$ cat src/rtl/plbc_pkg.sv
// Package: shared types, constants and commands for the pinned LRU byte-budget cache.
`default_nettype none
package plbc_pkg;
    localparam int unsigned DefaultEntries = 64;
    localparam logic [31:0] BudgetReset    = 32'd33554432;
    localparam logic [15:0] PinMax         = 16'hFFFF;

    typedef enum logic [2:0] {
        CMD_FIND       = 3'd0,
        CMD_INSERT     = 3'd1,
        CMD_REMOVE     = 3'd2,
        CMD_RELEASE    = 3'd3,
        CMD_INVALIDATE = 3'd4,
        CMD_FLUSH      = 3'd5
    } cmd_t;

    typedef enum logic [1:0] {
        ST_OK        = 2'd0,
        ST_ABSENT    = 2'd1,
        ST_FULL      = 2'd2,
        ST_NOT_PINNED = 2'd3
    } status_t;

    typedef enum logic [3:0] {
        S_IDLE,
        S_LOOK_ADDR,
        S_LOOK,
        S_ACT,
        S_EV_CHECK,
        S_EV_ADDR,
        S_EV_SCAN,
        S_EV_DROP,
        S_SWEEP_ADDR,
        S_SWEEP,
        S_OUT
    } state_t;

    // Controller to datapath
    typedef struct packed {
        logic load;       // capture input word, clear result fields
        logic scan_start; // reset scan index and search flags
        logic scan_step;  // examine current entry, advance index
        logic act;        // apply the command to the located slot
        logic ev_start;   // reset victim search
        logic ev_step;    // examine current entry for the victim search
        logic ev_drop;    // drop the chosen victim
        logic sweep_step; // invalidate/flush one entry
    } cmd_bus_t;

    // Datapath to controller
    typedef struct packed {
        logic last;       // scan index is at the final entry
        logic over;       // held total exceeds budget
        logic have_victim;
        logic need_evict; // act decided an eviction pass is due
        logic sweep_cmd;  // command is invalidate or flush
        logic look_cmd;   // command needs a key lookup
    } stat_bus_t;
endpackage
`default_nettype wire

$ cat src/rtl/plbc_ctrl.sv
// Controller: sequences lookup, command action, eviction and sweep passes.
`default_nettype none
module plbc_ctrl (
    input  wire logic                 aclk,
    input  wire logic                 aresetn,
    input  wire logic                 s_valid,
    output logic                      s_ready,
    output logic                      m_valid,
    input  wire logic                 m_ready,
    output plbc_pkg::cmd_bus_t        cmd_o,
    input  wire plbc_pkg::stat_bus_t  stat_i
);
    import plbc_pkg::*;

    state_t state_reg, state_next;

    // Hold state
    always_ff @(posedge aclk) begin
        if (!aresetn) state_reg <= S_IDLE;
        else          state_reg <= state_next;
    end

    // Next state and commands
    always_comb begin
        state_next = state_reg;
        cmd_o      = '0;
        s_ready    = 1'b0;
        m_valid    = 1'b0;
        unique case (state_reg)
            S_IDLE: begin
                s_ready = 1'b1;
                if (s_valid) begin
                    cmd_o.load = 1'b1;
                    state_next = S_LOOK_ADDR;
                end
            end
            S_LOOK_ADDR: begin
                cmd_o.scan_start = 1'b1;
                if (stat_i.sweep_cmd)     state_next = S_SWEEP;
                else if (stat_i.look_cmd) state_next = S_LOOK;
                else                      state_next = S_OUT;
            end
            S_LOOK: begin
                cmd_o.scan_step = 1'b1;
                if (stat_i.last) state_next = S_ACT;
            end
            S_ACT: begin
                cmd_o.act = 1'b1;
                state_next = stat_i.need_evict ? S_EV_CHECK : S_OUT;
            end
            S_EV_CHECK: begin
                state_next = stat_i.over ? S_EV_ADDR : S_OUT;
            end
            S_EV_ADDR: begin
                cmd_o.ev_start = 1'b1;
                state_next = S_EV_SCAN;
            end
            S_EV_SCAN: begin
                cmd_o.ev_step = 1'b1;
                if (stat_i.last) state_next = S_EV_DROP;
            end
            S_EV_DROP: begin
                if (stat_i.have_victim) begin
                    cmd_o.ev_drop = 1'b1;
                    state_next = S_EV_CHECK;
                end else begin
                    state_next = S_OUT;
                end
            end
            S_SWEEP_ADDR: state_next = S_SWEEP;
            S_SWEEP: begin
                cmd_o.sweep_step = 1'b1;
                if (stat_i.last) state_next = S_OUT;
            end
            S_OUT: begin
                m_valid = 1'b1;
                if (m_ready) state_next = S_IDLE;
            end
            default: state_next = S_IDLE;
        endcase
    end

`ifndef SYNTHESIS
    a_no_both: assert property (@(posedge aclk) disable iff (!aresetn)
        !(s_ready && m_valid)) else $error("ready and valid together");
    a_out_hold: assert property (@(posedge aclk) disable iff (!aresetn)
        m_valid && !m_ready |=> m_valid) else $error("result dropped");
    a_load_idle: assert property (@(posedge aclk) disable iff (!aresetn)
        cmd_o.load |=> !s_ready) else $error("accepted twice");
`endif
endmodule
`default_nettype wire

$ cat config.mk
export PLATFORM = sky130hd
export DESIGN_NAME = plbc_ctrl
export DESIGN_NICKNAME = d
export VERILOG_FILES = /design/src/rtl/plbc_pkg.sv /design/src/rtl/plbc_ctrl.sv
export SDC_FILE = /design/constraint.sdc
export NUM_CORES = 1
export LEC_CHECK = 0
export BUFFER_PORTS_ARGS = -buffer_cell sky130_fd_sc_hd__buf_2
export CELL_PAD_IN_SITES_DETAIL_PLACEMENT = 2
export CELL_PAD_IN_SITES_GLOBAL_PLACEMENT = 2
export CORE_MARGIN = 4
export CORE_UTILIZATION = 23
export CTS_BUF_LIST = sky130_fd_sc_hd__clkbuf_8
export DETAILED_ROUTE_END_ITERATION = 7
export GPL_ROUTABILITY_DRIVEN = 0
export MAX_ROUTING_LAYER = met4
export PLACE_DENSITY = 0.82
export SLEW_MARGIN = 20
export SYNTH_ARGS = -nofsm -noshare
export SYNTH_HDL_FRONTEND = slang
export SYNTH_SLANG_ARGS = --single-unit
$ cat constraint.sdc
create_clock -name aclk -period 1 [get_ports aclk]
set_input_delay 0 -clock aclk [delete_from_list [all_inputs] [get_ports aclk]]
set_output_delay 0 -clock aclk [all_outputs]
set_load 0.02 [all_outputs]
# --- Word level (Yosys, flattened, before mapping) ---
# Index checks and enable logic that the tools add are counted.
op_classes:
  div_mod_pow: 0
  addsub: 0
  mul: 0
  n_mux: 23
  n_lt_le_gt_ge: 0
  eq_ne: 15
  n_reduce_logical: 2
  bitwise: 0
  shifts: 0
ops:
  columns: ["op", "n"]
  rows:
  - ["4-bit case mux with 11 select lines", 1]
  - ["4-bit two-way mux", 10]
  - ["4-bit by 3-bit == test with 1-bit output (second input constant)", 4]
  - ["4-bit == test (second input constant)", 3]
  - ["1-bit two-way mux", 12]
  - ["2-bit != test (second input constant)", 5]
  - ["4-bit by 2-bit == test with 1-bit output (second input constant)", 2]
  - ["5-bit AND reduction", 1]
  - ["4-bit by 1-bit == test with 1-bit output (second input constant)", 1]
  - ["4-bit logical NOT", 1]
word_totals:
  mem_bits_ro: 0
  mem_bits_rw: 0
  regBits: 4
  memories: 0
  wordCells: 41
  latchBits: 0

# --- Longest topological paths before layout ---
logic_depth:
  depth_word: 3
  depth_mapped: 6

# --- Worst setup path before layout ---
# Ideal clock, no wire load.
synth_timing:
  path_type: "flip-flop to output port"
  startpoint: "register state_reg[2]"
  endpoint: "output port cmd_o[7] in the netlist's numbering"
  arrival_time_ns: 1.441
  stages_incl_launch_ff: 5
  setup_slack_ns: -0.441
  required_time_ns: 1.000
  cell_sequence: "dfxtp_1 > buf_4 > buf_2 > nor4_2 > and2_1"
synth_lines:
  columns: ["item", "line", "rtl"]
  rows:
  - ["start, declared", "plbc_ctrl.sv:15", "state_t state_reg, state_next;"]
  - ["start signal, assigned", "plbc_ctrl.sv:20", "else state_reg <= state_next;"]
  - ["end, declared", "plbc_ctrl.sv:10", "output plbc_pkg::cmd_bus_t cmd_o,"]

==> impl_metrics.yaml <==
status:
  outcome: "finished with violations"
  violations: "negative setup slack"
critical_path:
  rr_startpoint: "state_reg[1]"
  ff2ff_path_depth: 6
  startpoint: "state_reg[1]"
  critical_path_arrival_ps: 1400
  crit_required_ps: 1000
  timing.rr.end: "state_reg[3]"
  r2r_slack_ps: -350
  critPathCaptureType: "output port"
  path_class: "flop to output port"
  cp_max_fo: 7
  crit_end: "cmd_o[7]"
  start_kind: "flop"
timing:
  hold_viol: 0
  final-setup-viol-count: 14
  postLayoutSetupSlackWorst_ps: -398.1
  fmax_mhz: 715.2
  slew_viol_final: 0
  rsz0062_at_grt: "true"
  period_minus_slack_ps: 1398
  hold_ws_ps: 81.63
  worst_pin_slew_ps: 299.0
  fin_crit_sh: 1.398
  finalClockSkew_ps: 4.214
  slew_headroom: 0.7986
floorplanning:
  core-area_mm2: 0.002002
  die_h_um: 54.36
  num_rows: 16
  die-area_mm2: 0.002954
  die_w_um: 54.36
  ios: 20
  start_util: 0.2469
global_route:
  grt_pass1_vias: 837
  overflow: 0
  grtUsageMet1: 0.2786
  gr-usage-met3: 0.02725
  antenna_found_initial: 0
  grtUsageMet2: 0.3924
  grt_pass1_wl_um: 4547
  grt-busiest-layer: "met2"
  track_usage: 0.2311
  grt_max_degree: 12
layout:
  largest_reg_flops: 4
  antenna_cells: 0
  nNetsFinal: 128
  drive_above_1_share: 0.7931
  fillers: 195
  multi_input_area_um2: 554.3
  layout.area.seq_um2: 95.09
  area_growth_pct: 133.4
pwr:
  netSwitchingFraction: 0.4747
  clockPowerShare: 0.105
  combPwrFrac: 0.774
  leakage_nw: 0.4858
  power.density_mw_per_mm2: 2943
  p_int_w: 0.001784
  p_seq_frac: 0.121
  peakVddDrop_mv: 1.576
  p_sw_w: 0.001612
logic_synthesis:
  ys_seq_area_frac: 0.1620
  synthTopCellsByArea: "dfxtp_1 (16%), o21ai_0 (8.1%), buf_4 (6.1%)"
  synth_edf_count: 0
  synth-seq-cells: 4
  synth_nets: 80
  synth_top_area_cell: "dfxtp_1"
  yosysWarnings: 0
  synthFlopType: "dfxtp_1"
  yosys.area.top_type_share: 0.1620
  async_flop_share: 0
  avgSynthCellArea_um2: 7.060
  synth_cells: 70
  synth.distinct_cells: 33
  syn-cell-area_um2: 494.2
drt:
  detail_route.wirelength_um: 3398
  ant_nets: 0
  viasPerCell: 5.196
  num_vias: 743
  wl_per_cell_um: 23.76
  drtPass1Iterations: 3
  drtIter0Drc: 9
  drc: 0
clocking:
  cts.sinks: 4
  h-tree-depth: 1
  cts_made_buffers: 3
  clk_latency_ps: 220
  cts_tree: "done"
  cts_buffer_depth: 2
  clkTransAtPathRegs_ps: 40
  cts-root-buf: "clkbuf_8"
placement:
  portBuffers: 19
  hpwlAfterDp_um: 1657
  post-place-ws_ps: -416.0
hold_path:
  hp-class: "input pin to flop"
flow_run:
  drv_cap: 0
[logic make-up (layout without fill, tap and decap cells)]
| group | Yosys count | in the layout | share of synthesized area |
|---|---|---|---|
| AND/OR/NAND/NOR | 35 | 35 | 0.4329 |
| flip-flops | 4 | 4 | 0.1620 |
| AO/OA/AOI/OAI | 22 | 22 | 0.2735 |
| multiplexers | 1 | 1 | 0.02025 |
| buffers and inverters | 8 | 54 | 0.1114 |
[layout by cell type, fill, tap and decap left out, drive strengths merged, types with 2 or more instances in the layout]
cell	instances
nand3	3
nor3b	2
nor2	7
nor3	3
a21oi	4
dfxtp	4
nor2b	2
clkbuf	3
buf	50
o21ai	9
and2	2
nand2	5
nand2b	4
[stage by stage]
| stage | utilization | instance area (um2) | power (W) | setup TNS, ps | cells |
|---|---|---|---|---|---|
| floorplan | - | 544.3 | 0.001372 | -1457 | 70 |
| global placement | 0.3575 | 715.7 | 0.001757 | -2882 | 123 |
| detailed placement | 0.3575 | 715.7 | 0.001843 | -3622 | 123 |
| CTS | 0.4869 | 974.7 | 0.002788 | -3159 | 136 |
| global route | 0.5763 | 1154 | 0.003578 | -4589 | 143 |
| finish | 0.5763 | 1154 | 0.003395 | -4056 | 143 |
[synthesized netlist by cell type (2+ instances only)]
cell / number
buf_4: 4
buf_2: 2
nor3_1: 3
o21ai_0: 8
nor2_1: 7
nor2b_1: 2
dfxtp_1: 4
nand2b_1: 4
nand2_1: 5
a21oi_1: 4
nand3_1: 3
and2_1: 2
nor3b_1: 2
[critical path, cell delays in order (launching register included)]
cell,delay [ps]
dfxtp_4,370
buf_6,140
buf_6,110
nor4_4,250
and2_4,190
buf_6,110
[layer usage]
metal | vias to the layer above | part of all wire | wire length, um
met5 | - | 0 | 0
met4 | 0 | 0.021 | 71
li1 | 353 | - | -
met3 | 7 | 0.019 | 65
met2 | 15 | 0.52 | 1761
met1 | 368 | 0.44 | 1501
[how the worst min path moves through the flow]
| stage | cells after the start | end | startpoint | slack (ps) |
|---|---|---|---|---|
| after global placement | 2 | state_reg[0] | aresetn | 280 |
| after detailed placement | 2 | state_reg[0] | aresetn | 290 |
| after global routing | 2 | state_reg[0] | aresetn | 80 |
| final | 2 | state_reg[0] | aresetn | 80 |
| after CTS | 2 | state_reg[0] | aresetn | 60 |
| after floorplan | 1 | state_reg[0] | aresetn | 120 |
[repair_timing]
| item | CTS | global route |
|---|---|---|
| pin swaps | 8 | 11 |
| endpoints found under the setup margin | 14 | 14 |
| gates resized for setup | 43 | 33 |
| buffers inserted | 10 | 7 |
| hold buffers | 0 | 0 |
[cell type report]
type / instances / share of cell area
inverter: 1 / 0.003254
timing repair buffer: 50 / 0.3688
multi-input combinational: 58 / 0.4805
sequential: 4 / 0.08243
clock buffer: 3 / 0.03579
tap: 27 / 0.02928
[power by group through the flow]
stage | Clock [W] | Sequential [W] | Combinational, W
final | 0.000356 | 0.000412 | 0.00263
after global routing | 0.000381 | 0.000429 | 0.00277
after CTS | 0.000362 | 0.000399 | 0.00203
after detailed placement | 0 | 0.000392 | 0.00145
after global placement | 0 | 0.000387 | 0.00137
after floorplan | 0 | 0.000269 | 0.00110
Note: power is estimated with default switching activity, not from simulation.
